<file path="src/rtl/slcd_pkg.sv">
// Package for the sync/length/checksum deframer.
// Holds status codes, register indexes and frame constants; no dependencies.
`timescale 1ns / 1ps
package slcd_pkg;
  localparam logic [1:0] ST_DATA    = 2'd0;
  localparam logic [1:0] ST_CSUM    = 2'd1;
  localparam logic [1:0] ST_TOOLONG = 2'd2;
  localparam logic CFG_SYNC_FIRST  = 1'b0;
  localparam logic CFG_SYNC_SECOND = 1'b1;
  localparam int OVERHEAD_BYTES = 7;
  localparam int SKIP_BYTES     = 3;
endpackage

</file>
<file path="src/rtl/slcd_ram.sv">
// Generic single-port-write, single-port-read RAM with registered read.
// No dependencies.
`timescale 1ns / 1ps
module slcd_ram #(
  parameter int WIDTH = 8,
  parameter int DEPTH = 64
) (
  input  logic                     clk,
  input  logic                     we,
  input  logic [$clog2(DEPTH)-1:0] waddr,
  input  logic [WIDTH-1:0]         wdata,
  input  logic [$clog2(DEPTH)-1:0] raddr,
  output logic [WIDTH-1:0]         rdata
);
  logic [WIDTH-1:0] mem [DEPTH];

  always_ff @(posedge clk) begin
    if (we) begin
      mem[waddr] <= wdata;
    end
    rdata <= mem[raddr];
  end
endmodule

</file>
<file path="src/rtl/sync_length_checksum_deframer.sv">
// Top level of the sync/length/checksum deframer.
// Depends on slcd_pkg and slcd_ram.
//
// channel | role           | beat contents
// in_     | byte stream in | tdata rx_byte
// out_    | result stream  | tdata cmd_type..data_byte, tuser status/data_valid, tlast last
// cfg_    | register write | index 0 sync_first, 1 sync_second
//
// Each accepted byte is stored if the buffer has room, then the buffer is rescanned from
// offset 0 over the single registered RAM read port, a read state before each byte used:
// a space test, the header bytes up to a sync miss or the length, the length check, the
// checksum walk over len+7 bytes, a launch per payload, error or empty beat, then a move
// of remaining bytes to the buffer start. Reset goes to idle, clears fill count and output
// valid and sets sync registers to 8'h55 and 8'hAA. A stalled beat holds in the output
// register and the next beat waits for it; no byte is taken until the rescan finishes.
`timescale 1ns / 1ps
module sync_length_checksum_deframer #(
  parameter int BUFFER_BYTES = 64
) (
  input  logic        clk,
  input  logic        rst_n,
  input  logic        in_tvalid,
  output logic        in_tready,
  input  logic [7:0]  in_tdata,     // [7:0] rx_byte
  output logic        out_tvalid,
  input  logic        out_tready,
  // [7:0] cmd_type, [15:8] version, [21:16] payload_len, [27:22] byte_index,
  // [35:28] data_byte, [39:36] zero
  output logic [39:0] out_tdata,
  output logic [7:0]  out_tuser,    // [1:0] status, [2] data_valid, [7:3] zero
  output logic        out_tlast,
  input  logic        cfg_we,
  input  logic        cfg_index,
  input  logic [7:0]  cfg_wdata
);
  import slcd_pkg::*;

  localparam int AW = $clog2(BUFFER_BYTES);
  localparam int CW = $clog2(BUFFER_BYTES + 1);
  localparam int LW = 6;

  typedef enum logic [3:0] {
    S_IDLE, S_CHK, S_HRD, S_HDR, S_LEN, S_SRD, S_SUM, S_DRD, S_OUT, S_MV, S_MVW
  } state_t;

  state_t         state_r;
  logic [CW-1:0]  fill_r, off_r, cnt_r;
  logic [7:0]     sf_r, ss_r, ver_r, typ_r, lhi_r, llo_r, sum_r;
  logic [1:0]     pst_r;
  logic [LW-1:0]  plf_r;
  logic           pdat_r;
  logic [39:0]    od_r;
  logic [2:0]     ou_r;
  logic           ol_r, ov_r;
  logic [AW-1:0]  raddr, waddr;
  logic [7:0]     rdata, wdata;
  logic           we, launch, last_byte;
  logic [CW-1:0]  avail, total;
  logic [16:0]    tot17;

  assign avail     = fill_r - off_r;
  assign tot17     = {1'b0, lhi_r, llo_r} + 17'(OVERHEAD_BYTES);
  assign total     = CW'(tot17);
  assign last_byte = (cnt_r == total - CW'(2));
  assign launch    = (state_r == S_OUT) && (!ov_r || out_tready);

  slcd_ram #(.WIDTH(8), .DEPTH(BUFFER_BYTES)) u_ram (
    .clk(clk), .we(we), .waddr(waddr), .wdata(wdata), .raddr(raddr), .rdata(rdata)
  );

  // RAM port steering
  always_comb begin
    we    = 1'b0;
    waddr = AW'(fill_r);
    wdata = in_tdata;
    raddr = AW'(off_r + cnt_r);
    if (state_r == S_IDLE) begin
      we = in_tvalid && (fill_r < CW'(BUFFER_BYTES));
    end else if (state_r == S_MVW) begin
      we    = 1'b1;
      waddr = AW'(cnt_r);
      wdata = rdata;
    end
  end

  assign in_tready  = (state_r == S_IDLE);
  assign out_tvalid = ov_r;
  assign out_tdata  = od_r;
  assign out_tuser  = {5'd0, ou_r};
  assign out_tlast  = ol_r;

  always_ff @(posedge clk) begin
    if (!rst_n) begin
      state_r <= S_IDLE;
      fill_r  <= '0;
      ov_r    <= 1'b0;
      sf_r    <= 8'h55;
      ss_r    <= 8'hAA;
    end else begin
      // register writes
      if (cfg_we) begin
        unique case (cfg_index)
          CFG_SYNC_FIRST:  sf_r <= cfg_wdata;
          CFG_SYNC_SECOND: ss_r <= cfg_wdata;
          default: ;
        endcase
      end
      // hold the beat until taken
      ov_r <= launch || (ov_r && !out_tready);
      unique case (state_r)
        // store the byte if there is room, restart the scan
        S_IDLE: begin
          if (in_tvalid) begin
            if (fill_r < CW'(BUFFER_BYTES)) fill_r <= fill_r + CW'(1);
            off_r   <= '0;
            state_r <= S_CHK;
          end
        end
        // test space for a header
        S_CHK: begin
          cnt_r <= '0;
          if (avail >= CW'(OVERHEAD_BYTES)) state_r <= S_HRD;
          else state_r <= S_MV;
        end
        S_HRD: state_r <= S_HDR;
        // collect header bytes; drop one byte on a sync miss
        S_HDR: begin
          if ((cnt_r == CW'(0) && rdata != sf_r) || (cnt_r == CW'(1) && rdata != ss_r)) begin
            off_r   <= off_r + CW'(1);
            state_r <= S_CHK;
          end else if (cnt_r == CW'(5)) begin
            llo_r   <= rdata;
            state_r <= S_LEN;
          end else begin
            cnt_r   <= cnt_r + CW'(1);
            state_r <= S_HRD;
          end
          if (cnt_r == CW'(2)) ver_r <= rdata;
          if (cnt_r == CW'(3)) typ_r <= rdata;
          if (cnt_r == CW'(4)) lhi_r <= rdata;
        end
        // length checks: flag too long, wait for more bytes, or start the checksum walk
        S_LEN: begin
          if (tot17 > 17'(BUFFER_BYTES)) begin
            pst_r   <= ST_TOOLONG;
            plf_r   <= '0;
            pdat_r  <= 1'b0;
            off_r   <= off_r + CW'(SKIP_BYTES);
            state_r <= S_OUT;
          end else if (avail < total) begin
            cnt_r   <= '0;
            state_r <= S_MV;
          end else begin
            sum_r   <= '0;
            cnt_r   <= '0;
            state_r <= S_SRD;
          end
        end
        S_SRD: state_r <= S_SUM;
        // accumulate; last byte is the checksum
        S_SUM: begin
          if (cnt_r == total - CW'(1)) begin
            if (rdata != sum_r) begin
              pst_r   <= ST_CSUM;
              plf_r   <= llo_r[LW-1:0];
              pdat_r  <= 1'b0;
              off_r   <= off_r + CW'(SKIP_BYTES);
              state_r <= S_OUT;
            end else if ({lhi_r, llo_r} == 16'd0) begin
              pst_r   <= ST_DATA;
              plf_r   <= '0;
              pdat_r  <= 1'b0;
              off_r   <= off_r + total;
              state_r <= S_OUT;
            end else begin
              pst_r   <= ST_DATA;
              plf_r   <= llo_r[LW-1:0];
              pdat_r  <= 1'b1;
              cnt_r   <= CW'(6);
              state_r <= S_DRD;
            end
          end else begin
            sum_r   <= sum_r + rdata;
            cnt_r   <= cnt_r + CW'(1);
            state_r <= S_SRD;
          end
        end
        S_DRD: state_r <= S_OUT;
        // launch one beat once the output register is free
        S_OUT: begin
          if (launch) begin
            if (pdat_r) begin
              od_r <= {4'd0, rdata, LW'(cnt_r - CW'(6)), plf_r, ver_r, typ_r};
              ou_r <= {1'b1, ST_DATA};
              ol_r <= last_byte;
              if (last_byte) begin
                off_r   <= off_r + total;
                state_r <= S_CHK;
              end else begin
                cnt_r   <= cnt_r + CW'(1);
                state_r <= S_DRD;
              end
            end else begin
              od_r    <= {4'd0, 8'd0, 6'd0, plf_r, ver_r, typ_r};
              ou_r    <= {1'b0, pst_r};
              ol_r    <= 1'b1;
              state_r <= S_CHK;
            end
          end
        end
        // compact remaining bytes to the buffer start
        S_MV: begin
          if (off_r == '0 || cnt_r == avail) begin
            fill_r  <= avail;
            state_r <= S_IDLE;
          end else state_r <= S_MVW;
        end
        S_MVW: begin
          cnt_r   <= cnt_r + CW'(1);
          state_r <= S_MV;
        end
        default: state_r <= S_IDLE;
      endcase
    end
  end

  // assertions
  a_fill: assert property (@(posedge clk) disable iff (!rst_n)
    fill_r <= CW'(BUFFER_BYTES)) else $error("fill over buffer");
  a_hold: assert property (@(posedge clk) disable iff (!rst_n)
    out_tvalid && !out_tready |=> out_tvalid && $stable(out_tdata) &&
    $stable(out_tuser) && $stable(out_tlast)) else $error("result dropped");
  a_off: assert property (@(posedge clk) disable iff (!rst_n)
    state_r != S_IDLE |-> off_r <= fill_r) else $error("offset past fill");
  a_status: assert property (@(posedge clk) disable iff (!rst_n)
    out_tvalid |-> out_tuser[1:0] <= ST_TOOLONG) else $error("bad status");
  a_dvalid: assert property (@(posedge clk) disable iff (!rst_n)
    out_tvalid && out_tuser[2] |-> out_tuser[1:0] == ST_DATA)
    else $error("data on error beat");
endmodule
</file>
<file path="config.mk">
export PLATFORM = sky130hd
export DESIGN_NAME = sync_length_checksum_deframer
export DESIGN_NICKNAME = d
export VERILOG_FILES = /design/src/rtl/slcd_pkg.sv /design/src/rtl/slcd_ram.sv /design/src/rtl/sync_length_checksum_deframer.sv
export SDC_FILE = /design/constraint.sdc
export NUM_CORES = 1
export LEC_CHECK = 0
export ABC_AREA = 0
export BUFFER_PORTS_ARGS = -buffer_cell sky130_fd_sc_hd__buf_2
export CAP_MARGIN = 20
export CORE_MARGIN = 10
export CORE_UTILIZATION = 45
export CTS_CLUSTER_SIZE = 25
export DETAILED_ROUTE_END_ITERATION = 7
export SETUP_SLACK_MARGIN = 0.5
export SYNTH_ARGS = -nofsm -noshare
export SYNTH_HDL_FRONTEND = slang
export SYNTH_SLANG_ARGS = --single-unit
</file>
<file path="constraint.sdc">
create_clock -name clk -period 4.8 [get_ports clk]
set_input_delay 0.96 -clock clk [delete_from_list [all_inputs] [get_ports clk]]
set_output_delay 0.96 -clock clk [all_outputs]
set_load 0.01 [all_outputs]
</file>
# == After elaboration in Yosys (flattened, before gate mapping) ==
# Memories as Yosys holds them, arrays and structs flattened. A register that Yosys moved wholly into a read port is not among the register bits.
# Index checks and enable logic that the tools add are counted.
# word_totals
regBits,135
mem_bits_rw,512
input_bits,22
word_cells,175
memories,1
# classes
n_addsub,12
n_lt_le_gt_ge,4
n_eq_ne,39
muxes,65
bitwise_logic,2
reduce_logical,32
# memory_table
memory,depth,width,rd,rd_clocked_by_memory_dff,write_ports,line_no,text
u_ram.mem,64,8,1,1,1,slcd_ram.sv:15,logic [WIDTH-1:0] mem [DEPTH];
# op_table
operator,count
$mux W7,21
$pmux W4 S11,1
$pmux W7 S6,1
$mux W4,10
$mux W8,5
$mux W6,6
$pmux W7 S5,1
$ne A2 B2 Y1 const B,14
$ne A8 B8 Y1,3
$add A7 B1 Y7 const B,3
$eq A7 B7 Y1,3
$reduce_and A10 Y1,2
$add A16 B3 Y17 const B,1
$gt A17 B7 Y1 const B,1
$eq A4 B3 Y1 const B,4
$logic_not A16 Y1,1
$pmux W8 S2,1
$eq A7 B2 Y1 const B,2
$eq A7 B3 Y1 const B,2
$logic_not A7 Y1,2
$pmux W7 S2,1
$eq A4 B4 Y1 const B,3
$mux W3,4
$pmux W6 S2,1
32 further kinds,61

# == Logic depth before layout (Yosys ltp) ==
# logic_depth
ltp_word,7
ltp_mapped,15

# == By module ==
# A second synthesis with hierarchy kept.
# unflattened
hier_cells,1748
hier_area_um2,28068.2
# modules_own_cells
module,n_inst,cells_each,area_each_um2,seq_area_each_um2
slcd_ram,1,972,20190.6,15534.9
sync_length_checksum_deframer,1,776,7877.6,3653.5

# == Worst setup path before layout ==
# No wires, ideal clock.
# synth_timing
path_kind,register to register
start,reg llo_r[0]
end,reg pdat_r (enable)
setup_time_ns,0.390
arrival_time_ns,3.430
t_required_ns,4.410
path_slack_ns,0.980
path_stages_with_launch,14
path_buffers,1
cell_sequence,edfxtp_1 > buf_6 > inv_1 > ha_1 > xor2_1 > inv_1 > ha_1 > inv_1 > o21ai_0 > a31oi_1 > xnor2_1 > nor4_4 > nand2_4 > a211oi_1
# synth_between
elab_chain_cells,5
word_cells_on_any_way,7
classes_between,add/sub (2); order compare (1); eq/ne (3); reduce/logical (1)
# synth_rtl
element,line_no,text
start: declaration,sync_length_checksum_deframer.sv:48,"logic [7:0] sf_r, ss_r, ver_r, typ_r, lhi_r, llo_r, sum_r;"
start signal: assignment,sync_length_checksum_deframer.sv:132,llo_r <= rdata;
$add A16 B3 Y17 *,sync_length_checksum_deframer.sv:62,"assign tot17 = {1'b0, lhi_r, llo_r} + 17'(OVERHEAD_BYTES);"
$sub A7 B1 Y7,sync_length_checksum_deframer.sv:162,if (cnt_r == total - CW'(1)) begin
$eq A7 B7 Y1,sync_length_checksum_deframer.sv:162,
$ne A2 B2 Y1 (no line),n/a,
$reduce_and A4 Y1 (no line) *,n/a,
end signal: assignment,sync_length_checksum_deframer.sv:166,pdat_r <= 1'b0;
end signal: assignment,sync_length_checksum_deframer.sv:172,pdat_r <= 1'b0;
end signal: assignment,sync_length_checksum_deframer.sv:178,pdat_r <= 1'b1;
end: declaration,sync_length_checksum_deframer.sv:51,logic pdat_r;
# Every way passes the cells marked *; elsewhere a longest branch is shown, timed or not.
# A chain may end at the register's enable or synchronous reset.

# == Worst setup path after layout ==
# layout_timing
start,reg state_r[3]
end,mem u_ram.mem[57][6] (enable)
# layout_between
elab_chain_cells,5
word_cells_on_any_way,8
classes_between,eq/ne (1); mux (6); reduce/logical (1)
# layout_rtl
element,line_no,text
start: declaration,sync_length_checksum_deframer.sv:46,state_t state_r;
start signal: assignment,sync_length_checksum_deframer.sv:94,state_r <= S_IDLE;
start signal: assignment,sync_length_checksum_deframer.sv:116,state_r <= S_CHK;
start signal: assignment,sync_length_checksum_deframer.sv:122,if (avail >= CW'(OVERHEAD_BYTES)) state_r <= S_HRD;
$eq A4 B4 Y1,sync_length_checksum_deframer.sv:79,end else if (state_r == S_MVW) begin
$mux W1,sync_length_checksum_deframer.sv:79,
$mux W1,sync_length_checksum_deframer.sv:77,if (state_r == S_IDLE) begin
$mux W1,slcd_ram.sv:18,if (we) begin
$mux W1 (implied by the code),slcd_ram.sv:19,mem[waddr] <= wdata;
end: declaration,slcd_ram.sv:15,
# Parallel ways exist; a longest one is shown, timed or not.

==> metrics.md <==
| Metric | Value |
|---|---|
| Vias in the first global route | 15.1k |
| Async SR Flop Fraction | 0% |
| Post-synth EDFFs | 615 |
| Max_slew headroom | 38.4% |
| Port bufs | 63 |
| Compound-Gate Fraction of Synth Area | 4.28% |
| Final setup vio count | 0 |
| Setup slack, reg-to-reg | 0.78 ns |
| Post-synthesis cell type count | 82 |
| R2r startpoint | state_r[3] |
| Final global-route overflow total | 0 |
| Hold depth | 0 |
| DR vias | 15.2k |
| Die Width | 269 um |
| Most instantiated library cell after synthesis | edfxtp_1 |
| Biggest register | u_ram.mem |
| Worst slew pin tran | 0.924 ns |
| CTS root buffer | clkbuf_16 |
| Max reg flops | 512 |
| Simple-gate share of the synthesized area | 6.87% |
| Area grow syn2layout | 12.8% |
| Yosys top cell area share | 65.9% |
| Worst hold path type | reg2reg |
| Die area | 72600 um2 |
| Final Critical Period | 4.02 ns |
| Setup_tns | 0 ns |
| Startpoint Class | register |
| Peak supply drop | 0.248 mV |
| Adder-cell share of the synthesized area | 2.25% |
| Fin. max-slew vios | 0 |
| # IOs | 73 |
| Remaining DRCs | 0 |
| # diodes | 0 |
| Design Area, Final | 31600 um2 |
| Max_cap viols | 0 |
| Fmax | 248 MHz |
| Initial Util | 45.4% |
| Gr usage total | 17.9% |
| Min-delay src | typ_r[3] |
| Avg Synthesized Cell Area | 17.1 um2 |
| Syn Std Cell Area | 28000 um2 |
| H-tree depth | 3 |
| R2R Path End | u_ram.mem[57][6] |
| Yosys warns | 0 |
| Nets@finish | 1817 |
| RSZ-0062 raised after global routing | false |
| Hold endpoint | out_tdata[3] |
| Core Area | 61700 um2 |
| Share of cells above drive strength 1 | 22.2% |
| Outcome | finished clean |
| ANT nets after route | 0 |
| Initial antenna violation count | 0 |
| Total CTS buffers | 69 |
| PD cells | 435 nW/um2 |
| Post-synth top cells | edfxtp_1 (615), mux4_2 (160), nor2_1 (114) |
| Routability congestion estimate from global placement | 0.888 |
| Crit-path max FO | 21 |
| Register bit total from synthesis | 651 |
| Sequential fraction of the synthesis area | 68.5% |
| Top FF cell, synth | edfxtp_1 |
| Worst EP arrival | 4.24 ns |
| Wire per inst | 24.9 um |
| Setup crit end kind | register |
| Clock Skew | 0.0268 ns |
| Clock Pin Slew Worst Setup and Hold Paths | 0.07 ns |
| 1st-iter DRT viols | 1340 |
| Req. time, crit path | 5.01 ns |
| Clock latency on the worst-skew pair | 0.61 ns |
| Synth top area cells | edfxtp_1 (66%), mux4_2 (13%), dfxtp_1 (2.6%) |
| DIE HEIGHT | 269 um |
| Path depth of the worst reg2reg path | 6 |
| Main combinational cell family by area after synthesis | multiplexers |
| P_leak | 10.4 nW |
| Period Utilization, post-route | 83.8% |
| Worst setup path class | reg2reg |
| First-pass GRT wire length | 98600 um |
| 1st-pass router iterations | 5 |
| CTS Sinks | 651 |
| Largest net degree at the start of global routing | 65 |
| DP HPWL | 43400 um |
| CTS Hold Bufs | 0 |
| TritonCTS clock tree | built |
| WL final | 65600 um |
| Final Hold Vio Count | 0 |
| Max Root-Sink Buffers | 3 |
| Dominant cell type by area after synthesis | edfxtp_1 |
| # rows | 91 |
| Cells after Synth | 1639 |
| Post-synthesis mux area share | 13.7% |
| Placed Instance Area | 29500 um2 |
| XOR/XNOR Fraction of Synth Area | 2.54% |
| Via density per instance | 5.75 |
-- cell usage in the layout, fill, tap and decap left out, types with 10 or more instances in the layout --
cell and instances:
nor2_1 113, buf_4 45, nor2b_1 22, o21ai_0 32, mux2i_1 12, xor2_1 16
xnor2_1 46, ha_1 43, a21oi_1 53, inv_1 34, dfxtp_1 36, clkbuf_1 25
and2_1 23, nand2_1 90, and3_1 10, nand2b_1 18, a21o_1 11, edfxtp_1 615
nand4_1 11, mux4_2 160, nor3_1 15, clkbuf_16 71, nand3_1 38, buf_2 64
nor4_1 10, a211oi_1 15
-- critical path, stage by stage, from the launching register on --
cell and delay, ns:
dfxtp_1 0.56, nand2b_1 0.15, nor2_1 0.47, and2_2 0.51
mux2i_1 0.62, nand3_1 0.51, nor2_1 0.79
-- repair_timing --
item | CTS | global route
setup buffers | 0 | 0
resized for setup | 0 | 2
endpoints found under the setup margin | 0 | 239
-- worst max-delay path by stage --
stage,endpoint,start
2_1_floorplan,pdat_r,llo_r[0]
3_3_place_gp,u_ram.mem[4][1],state_r[3]
3_5_place_dp,u_ram.mem[57][4],state_r[3]
4_1_cts,u_ram.mem[57][6],state_r[3]
5_1_grt,u_ram.mem[57][6],state_r[3]
6_report,u_ram.mem[57][6],state_r[3]
-- routing by layer --
layer	track usage, %	wire (um)
met1	23.6	27200
met2	29.4	32500
met3	3.17	4130
met4	6.46	1820
met5	0	0
-- cell type report --
class | instances | area, um2
Clock buffer | 96 | 1870
Tap cell | 837 | 1050
Timing Repair Buffer | 114 | 758
Multi-Input combinational cell | 877 | 8370
Fill cell | 5020 | 30100
Sequential cell | 651 | 19200
Inverter | 34 | 128
Clock inverter | 26 | 235
-- cells by family after synthesis --
kind of cell / Yosys count
adders and majority gates: 48
and+or+nand+nor: 387
other: 1
muxes: 181
buffers and inverters: 119
xor gates and xnor gates: 72
DFF: 651
AOI/OAI and AO/OA: 180
-- where the power goes --
part,internal [mW],total [mW],switching [mW]
logic,0.972,2.17,1.19
registers,6.34,6.54,0.199
clock network,2.90,5.02,2.13
total,10.2,13.7,3.52
-- through the flow --
| step | power (mW) | setup slack, ns | cells | hold slack [ns] | util [%] |
|---|---|---|---|---|---|
| finish | 13.7 | 0.776 | 2635 | 0.413 | 51.2 |
| global route | 14.2 | 0.503 | 2635 | 0.417 | 51.2 |
| CTS | 13.9 | 0.661 | 2634 | 0.414 | 51.2 |
| detailed placement | 8.85 | 0.683 | 2512 | 0.405 | 47.8 |
| global placement | 8.84 | 0.812 | 2512 | 0.402 | 47.8 |
| floorplan | 8.03 | 0.980 | 1647 | 0.400 | - |
No activity file was read; power rests on OpenSTA's default activity.
